==> config.mk <==
export PLATFORM = sky130hd
export DESIGN_NAME = stuffed_frame_receiver_crc16_flat
export DESIGN_NICKNAME = d
export VERILOG_FILES = /design/src/rtl/sfr_pkg.sv /design/src/rtl/sfr_if.sv /design/src/rtl/stuffed_frame_receiver_crc16.sv /design/src/rtl/sfr_ctrl.sv /design/src/rtl/sfr_datapath.sv /design/src/flat_wrapper.sv
export SDC_FILE = /design/constraint.sdc
export NUM_CORES = 1
export LEC_CHECK = 0
export ABC_AREA = 1
export BUFFER_PORTS_ARGS = -buffer_cell sky130_fd_sc_hd__clkbuf_2
export CAP_MARGIN = 40
export CORE_MARGIN = 1.5
export CORE_UTILIZATION = 35
export DETAILED_ROUTE_END_ITERATION = 10
export HOLD_SLACK_MARGIN = 0.05
export PLACE_DENSITY = 0.52
export SLEW_MARGIN = 0
export SYNTH_ARGS = -nofsm -noshare
export SYNTH_HDL_FRONTEND = slang
export SYNTH_SLANG_ARGS = --single-unit
==> constraint.sdc <==
create_clock -name clk -period 2.09 [get_ports clk]
set_input_delay 0.1045 -clock clk [delete_from_list [all_inputs] [get_ports clk]]
set_output_delay 0.1045 -clock clk [all_outputs]
set_load 0.03 [all_outputs]
==> src/rtl/sfr_pkg.sv <==
// Shared types, constants and the CRC step of the stuffed frame receiver
package sfr_pkg;

  localparam int unsigned MAX_PAYLOAD_DEF = 64;

  localparam int unsigned BYTE_W    = 8;
  localparam int unsigned POS_W     = 6;
  localparam int unsigned LEN_W     = 7;
  localparam int unsigned CRC_W     = 16;
  localparam int unsigned REG_IDX_W = 2;

  localparam logic [CRC_W-1:0] CRC_POLY = 16'h1021;
  localparam logic [CRC_W-1:0] CRC_INIT = 16'hFFFF;

  // Configuration register indexes
  localparam logic [REG_IDX_W-1:0] REG_START = 2'd0;
  localparam logic [REG_IDX_W-1:0] REG_END   = 2'd1;
  localparam logic [REG_IDX_W-1:0] REG_ESC   = 2'd2;

  // Reset values: STX, ETX, DLE
  localparam logic [BYTE_W-1:0] START_RST = 8'h02;
  localparam logic [BYTE_W-1:0] END_RST   = 8'h03;
  localparam logic [BYTE_W-1:0] ESC_RST   = 8'h10;

  typedef enum logic [2:0] {
    ST_IDLE,
    ST_DATA,
    ST_ESC,
    ST_CRCL,
    ST_CRCH,
    ST_EMIT
  } sfr_state_t;

  // Controller to datapath
  typedef struct packed {
    logic begin_frame;
    logic store;
    logic hold_low;
    logic emit;
  } sfr_cmd_t;

  // Datapath to controller
  typedef struct packed {
    logic is_start;
    logic is_end;
    logic is_esc;
    logic full;
    logic crc_ok;
    logic last_issue;
  } sfr_status_t;

  // One byte of CRC-16-CCITT, MSB first
  function automatic logic [CRC_W-1:0] crc16_byte(input logic [CRC_W-1:0] crc,
                                                  input logic [BYTE_W-1:0] b);
    logic [CRC_W-1:0] r;
    r = crc ^ {b, 8'h00};
    for (int k = 0; k < 8; k++) begin
      r = r[CRC_W-1] ? ((r << 1) ^ CRC_POLY) : (r << 1);
    end
    return r;
  endfunction

endpackage

==> src/rtl/sfr_if.sv <==
// Handshake interfaces for received bytes, payload words and register writes
interface sfr_rx_if;
  import sfr_pkg::*;
  logic              valid;
  logic              ready;
  logic [BYTE_W-1:0] rx_byte;
  modport source (output valid, output rx_byte, input ready);
  modport sink   (input valid, input rx_byte, output ready);
endinterface

interface sfr_res_if;
  import sfr_pkg::*;
  logic              valid;
  logic              ready;
  logic [BYTE_W-1:0] payload_byte;
  logic [POS_W-1:0]  byte_position;
  logic [LEN_W-1:0]  frame_length;
  logic              last_of_frame;
  modport source (output valid, output payload_byte, output byte_position,
                  output frame_length, output last_of_frame, input ready);
  modport sink   (input valid, input payload_byte, input byte_position,
                  input frame_length, input last_of_frame, output ready);
endinterface

interface sfr_cfg_if;
  import sfr_pkg::*;
  logic                 valid;
  logic                 ready;
  logic [REG_IDX_W-1:0] reg_index;
  logic [BYTE_W-1:0]    wr_data;
  modport source (output valid, output reg_index, output wr_data, input ready);
  modport sink   (input valid, input reg_index, input wr_data, output ready);
endinterface

==> src/rtl/stuffed_frame_receiver_crc16.sv <==
// Top level of the byte-stuffed frame receiver with CRC-16-CCITT check
//
//   channel  dir  handshake        word
//   cfg      in   valid/ready      reg_index, wr_data (start, end, escape code)
//   rx       in   valid/ready      rx_byte
//   res      out  valid/ready      payload_byte, byte_position, frame_length,
//                                  last_of_frame
//
// Received bytes are taken one a cycle while rx.ready is high; the CRC register
// advances a byte a cycle. After the second CRC byte of a good frame, rx.ready stays
// low while the frame store is read out one byte a cycle, unless res stalls.
// A stall on res holds the output register; rx is taken again as soon as the last
// byte has been read into it. rst is synchronous; the frame store is not cleared.
module stuffed_frame_receiver_crc16 #(
  parameter int unsigned MAX_PAYLOAD = sfr_pkg::MAX_PAYLOAD_DEF
) (
  input  logic      clk,
  input  logic      rst,
  sfr_cfg_if.sink   cfg,
  sfr_rx_if.sink    rx,
  sfr_res_if.source res
);
  import sfr_pkg::*;

  sfr_cmd_t    cmd;
  sfr_status_t status;

  sfr_ctrl u_ctrl (
    .clk      (clk),
    .rst      (rst),
    .rx_valid (rx.valid),
    .rx_ready (rx.ready),
    .status   (status),
    .cmd      (cmd)
  );

  sfr_datapath #(
    .MAX_PAYLOAD (MAX_PAYLOAD)
  ) u_datapath (
    .clk     (clk),
    .rst     (rst),
    .rx_byte (rx.rx_byte),
    .cfg     (cfg),
    .res     (res),
    .cmd     (cmd),
    .status  (status)
  );

endmodule

==> src/rtl/sfr_ctrl.sv <==
// Receive phase state machine: decodes each byte's role and sequences the emit
module sfr_ctrl (
  input  logic                clk,
  input  logic                rst,
  input  logic                rx_valid,
  output logic                rx_ready,
  input  sfr_pkg::sfr_status_t status,
  output sfr_pkg::sfr_cmd_t    cmd
);
  import sfr_pkg::*;

  sfr_state_t state;
  sfr_state_t state_next;
  logic       acc;

  assign rx_ready = (state != ST_EMIT);
  assign acc      = rx_valid && rx_ready;

  // Hold the phase
  always_ff @(posedge clk) begin
    if (rst) begin
      state <= ST_IDLE;
    end else begin
      state <= state_next;
    end
  end

  // Advance on each accepted byte, leave emit after the last read
  always_comb begin
    state_next = state;
    case (state)
      ST_IDLE: begin
        if (acc && status.is_start) state_next = ST_DATA;
      end
      ST_DATA: begin
        if (acc) begin
          if (status.is_start)    state_next = ST_DATA;
          else if (status.is_end) state_next = ST_CRCL;
          else if (status.is_esc) state_next = ST_ESC;
          else if (status.full)   state_next = ST_IDLE;
          else                    state_next = ST_DATA;
        end
      end
      ST_ESC: begin
        if (acc) state_next = status.full ? ST_IDLE : ST_DATA;
      end
      ST_CRCL: begin
        if (acc) state_next = ST_CRCH;
      end
      ST_CRCH: begin
        if (acc) state_next = status.crc_ok ? ST_EMIT : ST_IDLE;
      end
      ST_EMIT: begin
        if (status.last_issue) state_next = ST_IDLE;
      end
      default: begin
        state_next = ST_IDLE;
        if (acc && status.is_start) state_next = ST_DATA;
      end
    endcase
  end

  // Drive datapath commands
  always_comb begin
    cmd = '0;
    case (state)
      ST_IDLE: begin
        cmd.begin_frame = acc && status.is_start;
      end
      ST_DATA: begin
        cmd.begin_frame = acc && status.is_start;
        cmd.store       = acc && !status.is_start && !status.is_end &&
                          !status.is_esc && !status.full;
      end
      ST_ESC: begin
        cmd.store = acc && !status.full;
      end
      ST_CRCL: begin
        cmd.hold_low = acc;
      end
      ST_CRCH: begin
        cmd = '0;
      end
      ST_EMIT: begin
        cmd.emit = 1'b1;
      end
      default: begin
        cmd.begin_frame = acc && status.is_start;
      end
    endcase
  end

endmodule

==> src/rtl/sfr_datapath.sv <==
// Code registers, frame store, running CRC and the payload output register
module sfr_datapath #(
  parameter int unsigned MAX_PAYLOAD = sfr_pkg::MAX_PAYLOAD_DEF
) (
  input  logic                       clk,
  input  logic                       rst,
  input  logic [sfr_pkg::BYTE_W-1:0] rx_byte,
  sfr_cfg_if.sink                    cfg,
  sfr_res_if.source                  res,
  input  sfr_pkg::sfr_cmd_t          cmd,
  output sfr_pkg::sfr_status_t       status
);
  import sfr_pkg::*;

  localparam int unsigned ADDR_W = (MAX_PAYLOAD > 1) ? $clog2(MAX_PAYLOAD) : 1;

  logic [BYTE_W-1:0] start_code;
  logic [BYTE_W-1:0] end_code;
  logic [BYTE_W-1:0] escape_code;

  logic [BYTE_W-1:0] frame_store [MAX_PAYLOAD];
  logic [LEN_W-1:0]  byte_count;
  logic [CRC_W-1:0]  running_crc;
  logic [BYTE_W-1:0] crc_low_held;

  logic [POS_W-1:0]  rd_ptr;
  logic              out_valid;
  logic [BYTE_W-1:0] out_byte;
  logic [POS_W-1:0]  out_pos;
  logic [LEN_W-1:0]  out_len;
  logic              out_last;

  logic              issue;
  logic              last_rd;

  // Register writes are always taken
  assign cfg.ready = 1'b1;

  always_ff @(posedge clk) begin
    if (rst) begin
      start_code  <= START_RST;
      end_code    <= END_RST;
      escape_code <= ESC_RST;
    end else if (cfg.valid) begin
      case (cfg.reg_index)
        REG_START: start_code  <= cfg.wr_data;
        REG_END:   end_code    <= cfg.wr_data;
        REG_ESC:   escape_code <= cfg.wr_data;
        default:   ;
      endcase
    end
  end

  // Byte role and frame checks
  assign status.is_start = (rx_byte == start_code);
  assign status.is_end   = (rx_byte == end_code);
  assign status.is_esc   = (rx_byte == escape_code);
  assign status.full     = (byte_count >= LEN_W'(MAX_PAYLOAD));
  assign status.crc_ok   = ({rx_byte, crc_low_held} == running_crc) && (byte_count != '0);

  // Count and CRC over the unescaped payload
  always_ff @(posedge clk) begin
    if (rst) begin
      byte_count   <= '0;
      running_crc  <= CRC_INIT;
      crc_low_held <= '0;
    end else begin
      if (cmd.begin_frame) begin
        byte_count  <= '0;
        running_crc <= CRC_INIT;
      end else if (cmd.store) begin
        byte_count  <= byte_count + LEN_W'(1);
        running_crc <= crc16_byte(running_crc, rx_byte);
      end
      if (cmd.hold_low) crc_low_held <= rx_byte;
    end
  end

  // Store payload bytes in arrival order
  always_ff @(posedge clk) begin
    if (cmd.store) frame_store[byte_count[ADDR_W-1:0]] <= rx_byte;
  end

  // During emit, read one stored byte whenever the output register is free or draining
  assign issue             = cmd.emit && (!out_valid || res.ready);
  assign last_rd           = (LEN_W'(rd_ptr) + LEN_W'(1)) == byte_count;
  assign status.last_issue = issue && last_rd;

  always_ff @(posedge clk) begin
    if (rst || !cmd.emit) begin
      rd_ptr <= '0;
    end else if (issue) begin
      rd_ptr <= rd_ptr + POS_W'(1);
    end
  end

  always_ff @(posedge clk) begin
    if (rst) begin
      out_valid <= 1'b0;
    end else if (issue) begin
      out_valid <= 1'b1;
    end else if (res.ready) begin
      out_valid <= 1'b0;
    end
  end

  always_ff @(posedge clk) begin
    if (issue) begin
      out_byte <= frame_store[rd_ptr[ADDR_W-1:0]];
      out_pos  <= rd_ptr;
      out_len  <= byte_count;
      out_last <= last_rd;
    end
  end

  assign res.valid         = out_valid;
  assign res.payload_byte  = out_byte;
  assign res.byte_position = out_pos;
  assign res.frame_length  = out_len;
  assign res.last_of_frame = out_last;

endmodule

==> src/flat_wrapper.sv <==
// flat-port wrapper written by rule: the top's interface ports become plain ports
module stuffed_frame_receiver_crc16_flat import sfr_pkg::*;
#(
  parameter int unsigned MAX_PAYLOAD = sfr_pkg::MAX_PAYLOAD_DEF
)
  (clk, rst, cfg_valid, cfg_reg_index, cfg_wr_data, cfg_ready, rx_valid, rx_rx_byte, rx_ready, res_valid, res_payload_byte, res_byte_position, res_frame_length, res_last_of_frame, res_ready);
  sfr_cfg_if cfg_i ();
  sfr_rx_if rx_i ();
  sfr_res_if res_i ();
  input  logic clk;
  input  logic rst;
  input wire logic [$bits(cfg_i.valid)-1:0] cfg_valid;
  input wire logic [$bits(cfg_i.reg_index)-1:0] cfg_reg_index;
  input wire logic [$bits(cfg_i.wr_data)-1:0] cfg_wr_data;
  output wire logic [$bits(cfg_i.ready)-1:0] cfg_ready;
  input wire logic [$bits(rx_i.valid)-1:0] rx_valid;
  input wire logic [$bits(rx_i.rx_byte)-1:0] rx_rx_byte;
  output wire logic [$bits(rx_i.ready)-1:0] rx_ready;
  output wire logic [$bits(res_i.valid)-1:0] res_valid;
  output wire logic [$bits(res_i.payload_byte)-1:0] res_payload_byte;
  output wire logic [$bits(res_i.byte_position)-1:0] res_byte_position;
  output wire logic [$bits(res_i.frame_length)-1:0] res_frame_length;
  output wire logic [$bits(res_i.last_of_frame)-1:0] res_last_of_frame;
  input wire logic [$bits(res_i.ready)-1:0] res_ready;
  assign cfg_i.valid = cfg_valid;
  assign cfg_i.reg_index = cfg_reg_index;
  assign cfg_i.wr_data = cfg_wr_data;
  assign cfg_ready = cfg_i.ready;
  assign rx_i.valid = rx_valid;
  assign rx_i.rx_byte = rx_rx_byte;
  assign rx_ready = rx_i.ready;
  assign res_valid = res_i.valid;
  assign res_payload_byte = res_i.payload_byte;
  assign res_byte_position = res_i.byte_position;
  assign res_frame_length = res_i.frame_length;
  assign res_last_of_frame = res_i.last_of_frame;
  assign res_i.ready = res_ready;
  stuffed_frame_receiver_crc16 #(.MAX_PAYLOAD(MAX_PAYLOAD)) u_core (.clk(clk), .rst(rst), .cfg(cfg_i), .rx(rx_i), .res(res_i));
endmodule
Yosys cells after proc, flatten, opt, wreduce, memory -nomap -nowiden
Memory sizes are Yosys's and may differ from the RTL's. A register that Yosys moved wholly into a read port is not among the register bits.
Cells that the tools add are included.
- output and inout port bits: 25
- register bits after elaboration: 79
- memory bits (writable): 512
- memories: 1
- memories (name ; depth ; width ; read ports ; clocked after memory_dff ; write ports ; line ; RTL):
    u_core.u_datapath.frame_store ; 64 ; 8 ; 1 ; 1 ; 1 ; sfr_datapath.sv:21 ; logic [BYTE_W-1:0] frame_store [MAX_PAYLOAD];
- bitwise logic cells: 9
- eq/ne operators: 19
- multiplexer cells: 29
- $add $sub $neg: 3
- reductions and logical operators: 28
- magnitude comparators: 1
- operators by type and width (operator ; count):
    2-to-1 mux 13 bit ; 8
    == test 8 bit ; 3
    NOT 3 bit ; 8
    2-to-1 mux 3 bit ; 7
    case mux 3 bit (6 select lines) ; 1
    == test 16 bit ; 1
    XOR 16 bit ; 1
    logical AND 1 bit ; 10
    inequality test 2 bit, second input constant ; 5
    2-to-1 mux 1 bit ; 9
    adder 6 x 1 -> 7 bit, second input constant ; 1
    adder 7 x 1 -> 7 bit, second input constant ; 1
    == test 7 bit ; 1
    >= comparator 7 bit, second input constant ; 1
    nonzero test 7 bit ; 1
    adder 6 x 1 -> 6 bit, second input constant ; 1
    == test 3 x 2 -> 1 bit, second input constant ; 2
    == test 3 bit, second input constant ; 2
    logical NOT 1 bit ; 6
    2-to-1 mux 2 bit ; 3
    AND reduction 2 bit ; 3
    AND reduction 6 bit ; 1
    OR reduction 4 bit ; 1
    == test 3 x 1 -> 1 bit, second input constant ; 1
    10 further kinds ; 11

Longest topological paths before layout
- depth in word-level cells: 17
- gate-level depth with buffers: 15
- depth with buffers taken out: 13

By module
From an unflattened synthesis, not the netlist that was laid out.
- cell total of the unflattened synthesis: 2304
- area total of the unflattened synthesis: 25179.1 µm²
- by module, submodules not included (module ; sequential area each (µm²) ; cells each ; area an instance (µm²) ; instances):
    sfr_datapath ; 17276.6 ; 2241 ; 24823.8 ; 1
    sfr_ctrl ; 60.1 ; 63 ; 355.3 ; 1

Worst setup path before layout
No wires, ideal clock.
- kind: register -> register
- start point: register u_core.u_ctrl.state[2]
- end point: memory u_core.u_datapath.frame_store[63][0], enable pin
- stages on the path, launching flop included: 9
- path buffers: 1
- arrival time: 1.928 ns
- path slack: -0.222 ns
- path through: dfxtp_1 > buf_4 > nor3_1 > nand2_1 > nand2_1 > nand2_1 > nor2_8 > nand2_2 > nor3_1
- cells in the longest elaborated chain, start to end: 9
- RTL lines (what ; line ; RTL):
    start, declared ; sfr_ctrl.sv:12 ; sfr_state_t state;
    start signal, assigned ; sfr_ctrl.sv:24 ; state <= state_next;
    inequality test 3 bit ; sfr_ctrl.sv:16 ; assign rx_ready = (state != ST_EMIT);
    logical AND 1 bit ; sfr_ctrl.sv:17 ; assign acc = rx_valid && rx_ready;
    logical AND 1 bit (3 in series) ; sfr_ctrl.sv:72 ; cmd.store = acc && !status.is_start && !status.is_end &&
    logical AND 1 bit ; sfr_ctrl.sv:73 ; !status.is_esc && !status.full;
    case mux 1 bit (2 select lines) (*) ; sfr_ctrl.sv:66 ; case (state)
    2-to-1 mux 1 bit (*) ; sfr_datapath.sv:81 ; if (cmd.store) frame_store[byte_count[ADDR_W-1:0]] <= rx_byte;
    2-to-1 mux 1 bit (implied by the code) (*) ; sfr_datapath.sv:81 ;
    end, declared ; sfr_datapath.sv:21 ;
Every way passes the cells marked *; elsewhere a longest branch is shown, timed or not.

==> impl_metrics.yaml <==
outcome:
  outcome: "finished, violations left"
  violations: "setup timing"
pwr:
  finalPower_mw: 28.6
  peakVddDrop_v: 0.000514
  p_per_area_nw_per_um2: 927
  leakagePower_nw: 10.9
global_routing:
  overflow: 0
  grtUsageTotal: 0.212
  grt_pass1_wl_mm: 112
  grt_pass1_vias: 17500
  antenna_found_initial: 6
  grt_max_degree: 71
place:
  numPortBuffers: 46
  place_congestion: 0.872
  place_inst: 3255
  dp_slack_ps: -270
  placedInstanceArea_um2: 27600
  dp_hpwl_mm: 49.0
logic_synthesis:
  ys_async_sr_fraction: 0
  synth_edf_count: 534
  ys_seq_area_frac: 0.702
  synthCells: 2197
  avgSynthCellArea_um2: 11.2
  synth_compound_area_frac: 0.106
  synthFlopType: "edfxtp_1"
  synth_top_family_by_area: "simple AND/OR/NAND/NOR gates"
  muxShareOfSynthArea: 0
  yosysWarnings: 0
  synth_xor_area_frac: 0.0170
  syn_nets: 2223
  ys_seq_elements: 599
  synth-simple-area-share: 0.138
  synthAdderAreaFrac: 0.00152
  synthDistinctLibCells: 35
  syn-cell-area_um2: 24700
clocking:
  clk_pin_slew_ps: 60
  clockRootBuffer: "clkbuf_16"
  htree_levels: 3
  cts.sinks: 599
  cts_tree: "yes"
  max-clock-path-buffers: 3
  cts_made_buffers: 67
  clock_latency_ps: 600
setup_path:
  r2r-end: "u_core.u_datapath.res.payload_byte[0]$_DFFE_PP_"
  crit_required_ps: 2530
  crit_type: "flip-flop to flip-flop"
  rr_worst_depth: 11
  worstSetupStartpoint: "u_core.u_datapath.rd_ptr[0]$_SDFFE_PP0P_"
  reg2reg_from: "u_core.u_datapath.rd_ptr[0]$_SDFFE_PP0P_"
  arrival_ps: 2540
  crit_fanout: 18
  crit_end: "u_core.u_datapath.res.payload_byte[0]$_DFFE_PP_"
  start_kind: "flip-flop"
  ff2ff_setup_slack_ps: -9
  cp-end-kind: "flip-flop"
floorplan:
  die_x_um: 269
  die-area_um2: 72200
  num_io_pins: 48
  rows: 97
  initial_core_util: 0.353
  die_y_um: 269
  coreArea_um2: 69900
finish:
  stdcell_count: 3418
  insertedDiodeCount: 0
  drive_above_1_share: 0.195
  layout_common_cells: "534 x edfxtp_1, 318 x nor2_1, 308 x nand2_1, 267 x o21ai_0, 132 x buf_4"
  final_common_cell: "edfxtp_1"
  final_nets: 2452
  areaGrowthSynthToFinish_pct: 25.0
  utilization: 0.442
  stdcell_area_um2: 30900
sta:
  maxSlewViolCount: 0
  worst_pin_slew_ps: 809
  finalCriticalPeriod_ps: 2100
  rsz0062_at_grt: "true"
  setup_tns_ps: -16.1
  slew-limit-headroom: 0.461
  hold_violations: 0
  fmax_mhz: 476
  setup_violations: 2
  setup_slack_ps: -8.91
  hold_ws_ps: 107
  fin_skew_ps: 25.7
  final.period_utilization: 1.00
drt:
  first_pass_iters: 8
  ant_nets: 0
  initialDrtViolationCount: 1847
  route.detailed.drc: 0
  totalWireLength_mm: 77.0
  wl_per_cell_um: 22.5
  vias_per_cell: 5.22
  num_vias: 17800
worst_hold_path:
  hp-class: "input pin to flip-flop"
  min_path_cells: 6
run:
  maxCapViolCount: 0
kinds of logic (layout without fill, tap and decap cells):
family | Yosys count | in the layout
fa+ha+maj | 3 | 3
simple gates | 840 | 840
compound gates | 492 | 492
other cells | 1 | 1
buf+inv | 214 | 495
xor+xnor | 48 | 48
flops | 599 | 599
report_power, final:
part | switching, mW | internal [mW]
registers | 0.172 | 13.3
logic | 2.19 | 1.26
clock network | 4.77 | 6.92
total | 7.13 | 21.5
what timing repair did:
item,in CTS,in global routing
pin swaps,2,14
hold buffers,19,0
cloned,1,4
setup endpoints to repair,423,533
endpoints found under the hold margin,34,0
gates resized for setup,25,164
buffers inserted,3,15
sequential cells by signal, indices dropped and copies added, names as in the netlist, 8 cells and up:
name	count
u_core.u_datapath.frame_store	512
u_core.u_datapath.res.payload_byte	8
u_core.u_datapath.escape_code	8
u_core.u_datapath.running_crc	16
u_core.u_datapath.end_code	8
u_core.u_datapath.start_code	8
u_core.u_datapath.crc_low_held	8
how the worst min path moves through the flow:
stage	start	slack, ps	to
6_report	cfg_valid	110	u_core.u_datapath.end_code[2]$_SDFFE_PP0P_
5_1_grt	cfg_valid	120	u_core.u_datapath.end_code[2]$_SDFFE_PP0P_
4_1_cts	cfg_valid	70	u_core.u_datapath.end_code[6]$_SDFFE_PP0P_
3_5_place_dp	cfg_wr_data[0]	390	u_core.u_datapath.end_code[0]$_SDFFE_PP1P_
3_3_place_gp	cfg_wr_data[1]	380	u_core.u_datapath.start_code[1]$_SDFFE_PP1P_
2_1_floorplan	rst	170	u_core.u_datapath.res.valid$_SDFFE_PP0P_
worst max-delay path, stage by stage (launching register included):
cell and delay (ps):
dfxtp_4 410, buf_4 160, buf_4 150, clkbuf_16 190, nor2_1 60, o22ai_1 220, nand2_1 100, nand2_1 100
nand2_1 70, nand3_1 100, nand4_1 210, nand2_1 170
layout make-up:
type	count	area (µm²)
Fill cell	6498	39000
Sequential cell	599	17300
Multi-Input combinational cell	1384	6990
Timing Repair Buffer	292	2880
Clock buffer	80	1810
Tap cell	940	1180
Clock inverter	41	357
Inverter	81	320
Timing Repair inverter	1	8.76
synthesized netlist by cell type, types with 2 or more instances:
| master | count | area (µm²) |
|---|---|---|
| a21oi_1 | 68 | 340 |
| a31oi_1 | 2 | 12.5 |
| buf_1 | 9 | 33.8 |
| buf_2 | 50 | 250 |
| buf_4 | 5 | 37.5 |
| clkbuf_1 | 67 | 251 |
| clkinv_1 | 2 | 7.51 |
| dfxtp_1 | 65 | 1300 |
| edfxtp_1 | 534 | 16000 |
| ha_1 | 3 | 37.5 |
| inv_1 | 77 | 289 |
| inv_2 | 2 | 7.51 |
| nand2_1 | 314 | 1180 |
| nand2_2 | 3 | 18.8 |
| nand3_1 | 108 | 541 |
| nand3_2 | 5 | 50.1 |
| nand4_1 | 12 | 75.1 |
| nor2_1 | 385 | 1450 |
| nor3_1 | 6 | 30.0 |
| nor4_1 | 2 | 12.5 |
| o21ai_0 | 301 | 1510 |
| o21ai_1 | 4 | 20.0 |
| o22ai_1 | 115 | 719 |
| xnor2_1 | 28 | 245 |
| xor2_1 | 20 | 175 |
routing by layer:
metal / vias to the layer above / global-route usage / wire [µm]
li1: 8254 / - / -
met1: 8713 / 0.294 / 33900
met2: 738 / 0.332 / 34700
met3: 140 / 0.0398 / 5770
met4: 4 / 0.0720 / 2570
met5: - / 0 / 28
Note: power is estimated with default switching activity, not from simulation.
